`config.mk`:
```
export PLATFORM = sky130hd
export DESIGN_NAME = midx_seq
export DESIGN_NICKNAME = d
export VERILOG_FILES = /design/src/design/midx_pkg.sv /design/src/design/midx_seq.sv
export SDC_FILE = /design/constraint.sdc
export NUM_CORES = 1
export LEC_CHECK = 0
export ABC_AREA = 1
export BUFFER_PORTS_ARGS = -buffer_cell sky130_fd_sc_hd__buf_2
export CAP_MARGIN = 40
export CORE_MARGIN = 2
export CORE_UTILIZATION = 50
export DETAILED_ROUTE_END_ITERATION = 6
export GPL_TIMING_DRIVEN = 1
export PLACE_DENSITY = 0.78
export SLEW_MARGIN = 20
export SYNTH_ARGS = -nofsm -noshare
export SYNTH_HDL_FRONTEND = slang
export SYNTH_SLANG_ARGS = --single-unit
```
`constraint.sdc`:
```
create_clock -name clk -period 1.9 [get_ports clk]
set_input_delay 0.38 -clock clk [delete_from_list [all_inputs] [get_ports clk]]
set_output_delay 0.38 -clock clk [all_outputs]
set_load 0.03 [all_outputs]
```
`src/design/midx_pkg.sv`:
```
// ----------------------------------------------------------------------------
// midx_pkg
// Shared types, codes, key packing and the control program of the
// message ID index lookup.
// ----------------------------------------------------------------------------
package midx_pkg;

  localparam int TABLE_DEPTH_DEF = 1024;

  localparam logic [15:0] NOT_FOUND_IDX = 16'hFFFF;
  localparam logic [31:0] ALL_ONES_KEY  = 32'hFFFF_FFFF;

  localparam logic [7:0] REG_TABLE_PRESENT = 8'd0;
  localparam logic [7:0] REG_KEY_FORMAT    = 8'd1;
  localparam logic [7:0] REG_SORTED_TABLE  = 8'd2;
  localparam logic [7:0] REG_ENTRY_COUNT   = 8'd3;

  localparam logic [2:0] FMT_ID    = 3'd0;
  localparam logic [2:0] FMT_ID24  = 3'd1;
  localparam logic [2:0] FMT_ID16  = 3'd2;
  localparam logic [2:0] FMT_ID8   = 3'd3;
  localparam logic [2:0] FMT_UPPER = 3'd4;

  typedef enum logic [1:0] {
    ST_FOUND,
    ST_MISS,
    ST_NO_TABLE,
    ST_BAD_FMT
  } status_t;

  typedef enum logic [3:0] {
    STEP_IDLE,
    STEP_PACK,
    STEP_DISPATCH,
    STEP_LSCAN,
    STEP_BTEST,
    STEP_BCMP,
    STEP_BFIN,
    STEP_BCHK,
    STEP_OUT
  } step_t;

  typedef enum logic [3:0] {
    OP_WAIT,
    OP_PACK,
    OP_NOP,
    OP_LSCAN,
    OP_BTEST,
    OP_BCMP,
    OP_BFIN,
    OP_BCHK,
    OP_SEND
  } op_t;

  typedef enum logic [2:0] {
    C_ALWAYS,
    C_ACC_LOOKUP,
    C_EARLY,
    C_SORTED,
    C_SCAN_DONE,
    C_LEN_ZERO,
    C_FIRST_GE,
    C_OUT_TAKEN
  } cond_t;

  typedef struct packed {
    logic  in_ready;
    logic  out_valid;
    op_t   op;
    cond_t cond;
    step_t jmp;
    step_t nxt;
  } ctrl_word_t;

  typedef struct packed {
    logic acc_lookup;
    logic early;
    logic sorted;
    logic scan_done;
    logic len_zero;
    logic first_ge;
    logic out_taken;
  } cond_flags_t;

  typedef struct packed {
    logic [31:0] key;
    logic        fits;
    logic        known;
  } pack_res_t;

  function automatic ctrl_word_t ucode_rom(step_t s);
    ctrl_word_t w;
    w = '{in_ready: 1'b1, out_valid: 1'b0, op: OP_WAIT, cond: C_ACC_LOOKUP,
          jmp: STEP_PACK, nxt: STEP_IDLE};
    case (s)
      STEP_IDLE: begin
        w = '{in_ready: 1'b1, out_valid: 1'b0, op: OP_WAIT, cond: C_ACC_LOOKUP,
              jmp: STEP_PACK, nxt: STEP_IDLE};
      end
      STEP_PACK: begin
        w = '{in_ready: 1'b0, out_valid: 1'b0, op: OP_PACK, cond: C_EARLY,
              jmp: STEP_OUT, nxt: STEP_DISPATCH};
      end
      STEP_DISPATCH: begin
        w = '{in_ready: 1'b0, out_valid: 1'b0, op: OP_NOP, cond: C_SORTED,
              jmp: STEP_BTEST, nxt: STEP_LSCAN};
      end
      STEP_LSCAN: begin
        w = '{in_ready: 1'b0, out_valid: 1'b0, op: OP_LSCAN, cond: C_SCAN_DONE,
              jmp: STEP_OUT, nxt: STEP_LSCAN};
      end
      STEP_BTEST: begin
        w = '{in_ready: 1'b0, out_valid: 1'b0, op: OP_BTEST, cond: C_LEN_ZERO,
              jmp: STEP_BFIN, nxt: STEP_BCMP};
      end
      STEP_BCMP: begin
        w = '{in_ready: 1'b0, out_valid: 1'b0, op: OP_BCMP, cond: C_ALWAYS,
              jmp: STEP_BTEST, nxt: STEP_BTEST};
      end
      STEP_BFIN: begin
        w = '{in_ready: 1'b0, out_valid: 1'b0, op: OP_BFIN, cond: C_FIRST_GE,
              jmp: STEP_OUT, nxt: STEP_BCHK};
      end
      STEP_BCHK: begin
        w = '{in_ready: 1'b0, out_valid: 1'b0, op: OP_BCHK, cond: C_ALWAYS,
              jmp: STEP_OUT, nxt: STEP_OUT};
      end
      STEP_OUT: begin
        w = '{in_ready: 1'b0, out_valid: 1'b1, op: OP_SEND, cond: C_OUT_TAKEN,
              jmp: STEP_IDLE, nxt: STEP_OUT};
      end
      default: begin
        w = '{in_ready: 1'b1, out_valid: 1'b0, op: OP_WAIT, cond: C_ACC_LOOKUP,
              jmp: STEP_PACK, nxt: STEP_IDLE};
      end
    endcase
    return w;
  endfunction

  function automatic pack_res_t pack_key(logic [31:0] id, logic [31:0] up,
                                         logic [2:0] fmt);
    pack_res_t r;
    r.key   = id;
    r.fits  = 1'b0;
    r.known = 1'b1;
    case (fmt)
      FMT_ID: begin
        r.key  = id;
        r.fits = (up == 32'd0);
      end
      FMT_ID24: begin
        r.key  = {id[23:0], up[7:0]};
        r.fits = (id[31:24] == 8'd0) && (up[31:8] == 24'd0);
      end
      FMT_ID16: begin
        r.key  = {id[15:0], up[15:0]};
        r.fits = (id[31:16] == 16'd0) && (up[31:16] == 16'd0);
      end
      FMT_ID8: begin
        r.key  = {id[7:0], up[23:0]};
        r.fits = (id[31:8] == 24'd0) && (up[31:24] == 8'd0);
      end
      FMT_UPPER: begin
        r.key  = up;
        r.fits = (id == 32'd0);
      end
      default: begin
        r.known = 1'b0;
      end
    endcase
    return r;
  endfunction

endpackage

```
`src/design/midx_seq.sv`:
```
// ----------------------------------------------------------------------------
// midx_seq
// Microcode sequencer: step counter, control ROM and conditional jumps.
// ----------------------------------------------------------------------------
module midx_seq
  import midx_pkg::*;
(
  input  logic        clk,
  input  logic        rst_n,
  input  cond_flags_t flags,
  output ctrl_word_t  ctrl
);

  step_t step_r;
  step_t step_nxt;
  logic  take;

  always_comb begin
    ctrl = ucode_rom(step_r);
  end

  always_comb begin
    case (ctrl.cond)
      C_ALWAYS:     take = 1'b1;
      C_ACC_LOOKUP: take = flags.acc_lookup;
      C_EARLY:      take = flags.early;
      C_SORTED:     take = flags.sorted;
      C_SCAN_DONE:  take = flags.scan_done;
      C_LEN_ZERO:   take = flags.len_zero;
      C_FIRST_GE:   take = flags.first_ge;
      C_OUT_TAKEN:  take = flags.out_taken;
      default:      take = 1'b1;
    endcase
    step_nxt = take ? ctrl.jmp : ctrl.nxt;
  end

  always_ff @(posedge clk) begin
    if (!rst_n) begin
      step_r <= STEP_IDLE;
    end else begin
      step_r <= step_nxt;
    end
  end

endmodule

```
Word level (Yosys, flattened, before mapping)

Memory sizes are Yosys's and may differ from the RTL's. A register that Yosys moved wholly into a read port is not among the register bits.
Index checks and enable logic that the tools add are counted.
Widths: inputs -> output; s select.

Register bits after elaboration: 0
Latch bits: 0
RAM bits: 0
Memory bits (read-only): 272
Input bits: 9
Output and inout bits: 17
Word-level logic and storage cells: 12
Memories kept: 1

Memories:

| memory          | words | bits a word | rd ports | clocked after Yosys merged registers in | wr ports | RTL line       | RTL |
|---|---|---|---|---|---|---|---|
| (no name shown) | 16    | 17          | 1        | 1                                       | 0        | midx_pkg.sv:95 | `case (s)` |

Add/sub/neg operators: 0
$mul: 0
Div/mod/pow operators: 0
$lt $le $gt $ge: 0
Eq/ne operators: 7
Shifts and indexed selects: 0
Multiplexer cells: 3
Bitwise gates (word level): 0
Reductions and logical operators: 1

Operators by type and width:

| operator           | number |
|---|---|
| $eq 3x3->1 const B | 4 |
| $mux 4             | 2 |
| $pmux 1 s8         | 1 |
| $eq 3x2->1 const B | 2 |
| $eq 3x1->1 const B | 1 |
| $logic_not 3->1    | 1 |

Longest topological paths before layout

Gate-level depths: netlist of the first run.

Depth in word-level cells: 4
Depth in mapped cells: 13
Depth with buffers taken out: 13

Least setup slack after synthesis of the first run

No wires, ideal clock.

Path kind: register to register
Start point: register, netlist name ctrl[8]
End point: register, netlist name ctrl[9]
Library setup time: 0.114 ns
Data arrival time: 1.762 ns
Required time: 1.786 ns
Setup slack: 0.024 ns
Cell stages (with the launch flop): 13
Buffers on the path: 0
Period minus slack after synthesis: 1.876 ns
Cell sequence: dfxtp_1 -> inv_1 -> nand3b_1 -> nand3_4 -> nand2_4 -> nand2_2 -> nand3_4 -> inv_1 -> ha_1 -> inv_1 -> nand4_1 -> nand3_1 -> nand2_1

Word-level cells in the longest chain between the ends: 4
Elaborated cells on any way between the ends: 11
Those cells by class: eq/ne: 7; mux: 3; reduce/logical: 1

Ends and longest elaborated chain:

| what                                     | RTL line       | RTL |
|---|---|---|
| $eq 3x3->1, or another cell as far along | midx_seq.sv:23 | `case (ctrl.cond)` |
| $pmux 1 s8 (*)                           | midx_seq.sv:23 |  |
| $mux 4 (*)                               | midx_seq.sv:34 | `step_nxt = take ? ctrl.jmp : ctrl.nxt;` |
| $mux 4 (no source line) (*)              | n/a            |  |

Mark *: on every way between the ends. The rest lies on a longest branch, timed or not.

Final worst setup path of the first run

Start point: register, netlist name ctrl[9]
End point: register, netlist name ctrl[9]

Word-level cells in the longest chain between the ends: 4
Elaborated cells on any way between the ends: 11
Those cells by class: eq/ne: 7; mux: 3; reduce/logical: 1

Ends and longest elaborated chain:

| what                                     | RTL line |
|---|---|
| $eq 3x3->1, or another cell as far along | midx_seq.sv:23 |
| $pmux 1 s8 (*)                           | midx_seq.sv:23 |
| $mux 4 (*)                               | midx_seq.sv:34 |
| $mux 4 (no source line) (*)              | n/a |

Marked as above.

==> qor.txt, run 1 <==
Overall power -> 2.25 mW
Final Max Tran Viols -> 0
# rows -> 15
Hold_sp -> rst_n
Diodes inserted -> 0
Pwr Density -> 2120 nW/um2
Final HPWL DP -> 1390 um
Clock skew -> 0.00281 ns
Via/cell ratio -> 4.65
First-pass GRT wire length -> 2630 um
# nets final -> 145
Slowest CP cell -> dfxtp_2
Worst reg2reg path depth -> 12
Hold Path End -> ctrl[12]
Reg2reg end -> ctrl[9]
Vias in the first global route -> 621
Leakage -> 0.582 nW
Bufs and invs on worst path -> 3
Via Count -> 721
Routed len/inst -> 10.7 um
Setup TNS -> 0 ns
Synth Warn # -> 0
DR iter-0 viols -> 11
Worst Path Arrival -> 1.92 ns
Io pins -> 26
Initial antenna violation count -> 0
Hold Buf Count CTS -> 0
Synth unique cells -> 22
Setup crit start -> ctrl[9]
Syn_area_per_cell -> 8.70 um2
Clock Tree Buf Depth -> 2
CORE AREA -> 1710 um2
F_max -> 578 MHz
Critical path, cell by cell -> inv_2 -> nand2_1 -> nand3_2 -> nand3_4 -> nand3b_1 -> nand3_4 -> inv_1 -> ha_1 -> inv_1 -> nand4_1 -> nand3_1 -> nand2_1
Final hold violation count -> 0
Global Route Usage Sum -> 18.6%
Pin count of the biggest net entering global routing -> 11
Max-Cap Viols -> 0
Final Critical Period -> 1.73 ns
Area share of the largest cell type after synthesis -> 33.5%
# clock sinks -> 15
Mapped Nets -> 117
Max FFs per register -> 15
Die ar. -> 2150 um2
CTS tree -> yes
Final setup viols -> 0
Sequential-to-total area share from yosys stat -> 33.5%
Status -> completed
Share of post-route cells with drive strength above 1 -> 44.6%
Critical Path Start Type -> flop
Initial Utilization -> 52.5%
Post-Syn Instances -> 103
H-tree levels -> 1
Post-route ant nets -> 0
Crit. End Element -> flop
Final WL -> 1660 um
CP max FO -> 6
DRC Markers -> 0
CTS Buf Count -> 3
CP Class -> reg -> reg
Largest delay contributor family on the critical path -> simple AND/OR/NAND/NOR gates
Post-CTS Setup Bufs -> 0
Top cells by area, synth -> dfxtp_1 34%, nand3_4 9.8%, nand2_1 8.0%
I/O Buffers -> 25
Synth-to-Final Area Change -> 18.4%
Max IR drop VDD -> 0.922 mV
Mapped cell area -> 896 um2
Width of the chip -> 46.3 um
Required @ worst endpoint -> 2.09 ns
Synth area leader -> dfxtp_1
RSZ-0062 raised after global routing -> no
Worst Tran Pin Value -> 0.220 ns
Synthesized flop and latch total -> 15
Overflow after GRT -> 0
Max incr delay on CP -> 0.39 ns
Hold Crit Class -> in -> reg
TritonRoute pass-1 iters -> 4
Hold path depth -> 3
Relative slew slack -> 85.4%
GPL Wtd Cong -> 0.873
R2R Setup Slk -> 0.17 ns
FF-to-FF Start -> ctrl[9]
Die H -> 46.3 um
Filler instances -> 149
Crit share post-route -> 91.1%
CTS root buf -> clkbuf_4
Insertion delay to the later sink of the worst-skew pair -> 0.29 ns
Clk slew on worst S/H paths -> 0.09 ns
routing by layer:
metal / wire [um] / share of wire (%) / GRT usage [%]
met1: 657 / 40 / 20.0
met2: 874 / 53 / 30.8
met3: 79 / 4.8 / 4.71
met4: 49 / 3.0 / 13.7
met5: 0 / 0 / 0
how the worst max path moves through the flow:
stage / to / slack [ns] / cells after the start
2_1_floorplan: ctrl[9] / 0.02 / 12
3_3_place_gp: ctrl[9] / 0.11 / 11
3_5_place_dp: ctrl[9] / 0.04 / 11
4_1_cts: ctrl[9] / 0.1 / 12
5_1_grt: ctrl[9] / 0.003 / 12
6_report: ctrl[9] / 0.17 / 12
worst reg2reg max path, delay by kind of cell, from the launching register on:
family | cells | cell delay (ns)
simple gates | 8 | 0.83
flops | 1 | 0.39
fa+ha+maj | 1 | 0.21
buf+inv | 3 | 0.20
power breakdown:
group | total [mW] | switching (mW) | internal [mW]
Sequential | 0.532 | 0.0748 | 0.457
Combinational | 1.53 | 1.05 | 0.479
Clock | 0.186 | 0.104 | 0.0818
layout by cell type (no fill, tap or decap), types with 2 or more instances in the layout:
cell type	netlist	layout
inv_2	2	2
nand3_1	7	7
buf_2	0	25
nand3_2	6	6
nor2_1	3	3
nand3b_1	2	2
clkbuf_4	0	3
inv_1	18	18
nand2_1	19	19
nand2_2	5	5
nor2_2	3	3
nand3_4	5	5
dfxtp_1	15	14
ha_1	5	5
nand2_4	3	3
synth_stat cells, drive strengths merged:
cell	count
nand3b	2
ha	5
nand2	27
nor2	8
buf	3
nand3	18
nand4	1
dfxtp	15
o211ai	1
a21oi	2
inv	20
o21ai	1
kinds of logic (layout without fill, tap and decap cells):
logic type               after synthesis  after routing  share of synthesized area, %
AND/OR/NAND/NOR                       56             56                          44.8
AO/OA/AOI/OAI                          4              4                          3.35
adder cells (fa/ha/maj)                5              5                          6.98
buffers and inverters                 23             50                          11.3
flip-flops                            15             15                          33.5
cell type report:
type                    instances  area (um2)  share of cell area [%]
clock buffers                   4        26.3                    2.48
inverters                      20        75.1                    7.08
multi-input cells              65         494                    46.6
flip-flops and latches         15         302                    28.4
well taps                      25        31.3                    2.95
repair buffers                 26         133                    12.5
metrics by stage:
| stage | hold WS [ns] | setup WS, ns | util (%) | area, um2 | std cells |
|---|---|---|---|---|---|
| after floorplan | 0.710 | 0.0241 | - | 896 | 103 |
| after global placement | 0.613 | 0.108 | 60.5 | 1030 | 151 |
| after detailed placement | 0.624 | 0.0385 | 60.5 | 1030 | 151 |
| after CTS | 0.510 | 0.0979 | 62.1 | 1060 | 155 |
| after global routing | 0.513 | 0.00309 | 62.1 | 1060 | 155 |
| final | 0.517 | 0.170 | 62.1 | 1060 | 155 |
what timing repair did:
| item | 4_1_cts | 5_1_grt |
|---|---|---|
| hold endpoints to repair | 0 | 0 |
| setup endpoints to repair | 0 | 2 |
| resized for setup | 0 | 1 |
Power figures use the tool's default switching activity.
==> run 2: changes to the inputs <==
- CORE_UTILIZATION: 50 -> 53
- PLACE_DENSITY: 0.78 -> 0.82
- SETUP_SLACK_MARGIN: unset -> 0.3
- clock period: 1.9 -> 2 ns (I/O delays scaled with it)
==> run 2 against run 1 <==
Effect of this change: total power is 9.0% higher; worst setup slack better by 0.21 ns; final cell count is 0.65% higher; cell area is 11% higher; hold slack better by 0.084 ns; non-clock buffer count is 10 higher; global-route usage is 2.3 points higher; routed wire length is 20% higher; clock power is 4% lower; largest cell class unchanged.
==> qor.txt, run 2 (synthesized netlist as in run 1, its figures left out) <==
Worst Path Arrival -> 1.82 ns
TritonRoute pass-1 iters -> 4
Initial Utilization -> 58.1%
Relative slew slack -> 83.5%
Width of the chip -> 45.1 um
Post-route ant nets -> 0
Non-Filler Instances -> 156
H-tree levels -> 1
Die H -> 45.1 um
Final HPWL DP -> 1430 um
CORE AREA -> 1540 um2
Final Critical Period -> 1.62 ns
Crit. End Element -> flop
Max-Cap Viols -> 0
Crit share post-route -> 81.1%
Hold Buf Count CTS -> 0
DRC Markers -> 0
Tightest hold margin -> 0.601 ns
GPL Wtd Cong -> 0.852
Overflow after GRT -> 0
Final hold violation count -> 0
I/O Buffers -> 25
Final WL -> 2000 um
CP Class -> reg -> reg
Global Route Usage Sum -> 20.9%
CTS root buf -> clkbuf_4
Initial antenna violation count -> 0
# nets final -> 155
DR iter-0 viols -> 25
CP max FO -> 7
Vias in the first global route -> 718
F_max -> 616 MHz
Setup TNS -> 0 ns
Insertion delay to the later sink of the worst-skew pair -> 0.30 ns
Share of post-route cells with drive strength above 1 -> 54.3%
# rows -> 14
Pwr Density -> 2080 nW/um2
Die ar. -> 2040 um2
Finished Core Util -> 76.5%
First-pass GRT wire length -> 2970 um
Filler instances -> 110
Placed Cells -> 141
Io pins -> 26
Routed len/inst -> 12.8 um
Max IR drop VDD -> 1.19 mV
Clock Tree Buf Depth -> 2
Final setup viols -> 0
Commonest non-fill, non-tap cell in the layout -> buf_2
Via/cell ratio -> 5.09
Hold Crit Class -> in -> reg
Leakage -> 0.630 nW
Status -> completed
Overall power -> 2.45 mW
Most frequent cells in the layout -> 25 x buf_2, 17 x inv_1, 17 x nand2_1
CTS Buf Count -> 3
RSZ-0062 raised after global routing -> yes
Max FFs per register -> 15
Synth-to-Final Area Change -> 31.7%
Pin count of the biggest net entering global routing -> 11
Final Max Tran Viols -> 0
Via Count -> 794
CTS tree -> yes
Clock skew -> 0.00284 ns
Diodes inserted -> 0
# clock sinks -> 15
Worst Tran Pin Value -> 0.248 ns
Required @ worst endpoint -> 2.20 ns
Critical Path Start Type -> flop
Clk slew on worst S/H paths -> 0.09 ns
[run 2: worst max-delay path, stage by stage (launching register included)]
cell,delay (ns)
dfxtp_4,0.39
inv_4,0.05
nand2_2,0.05
nand3_2,0.08
nand3_4,0.12
nand2_4,0.07
nand2_2,0.08
nand3_4,0.12
ha_1,0.32
inv_1,0.06
nand2_1,0.04
nand3_1,0.09
nand2_1,0.06
[run 2: repair_timing]
item                                    CTS  global route
buffers inserted                          4             7
resized for setup                         3             9
endpoints found under the setup margin    3             8
pin swaps                                 4             6
[run 2: area by class of cell]
class,instances,area [um2],share of cell area [%]
Tap cell,16,20.0,1.70
Multi-Input combinational cell,65,537,45.5
Timing Repair Buffer,36,208,17.6
Clock buffer,4,26.3,2.23
Sequential cell,15,309,26.2
Inverter,20,80.1,6.79
[run 2: routing by layer]
layer	track usage [%]	part of all wire (%)	vias up
met5	0	0	-
met4	11.2	2.0	0
met3	5.20	4.9	4
met2	39.4	54	29
met1	20.4	39	367
li1	-	-	394
[run 2: worst paths after layout]
check        startpoint  endpoint  slack, ns  depth (start not counted)
min reg2reg     ctrl[7]  ctrl[11]       0.73                          5
min               rst_n   ctrl[9]       0.60                          4
max reg2reg     ctrl[9]   ctrl[9]       0.38                         12
max             ctrl[9]   ctrl[9]       0.38                         12
[run 2: report_power, final]
group	leakage (nW)	internal [mW]	total (mW)	switching, mW
combinational	0.490	0.624	1.75	1.12
sequential	0.125	0.445	0.528	0.0830
clock	0.0150	0.0779	0.179	0.101
total	0.630	1.15	2.45	1.31
[run 2: metrics by stage]
stage	cell area (um2)	setup WS, ns
final	1180	0.377
after global routing	1180	0.291
after CTS	1090	0.328
after detailed placement	1020	0.0928
after global placement	1020	0.178
after floorplan	902	0.311
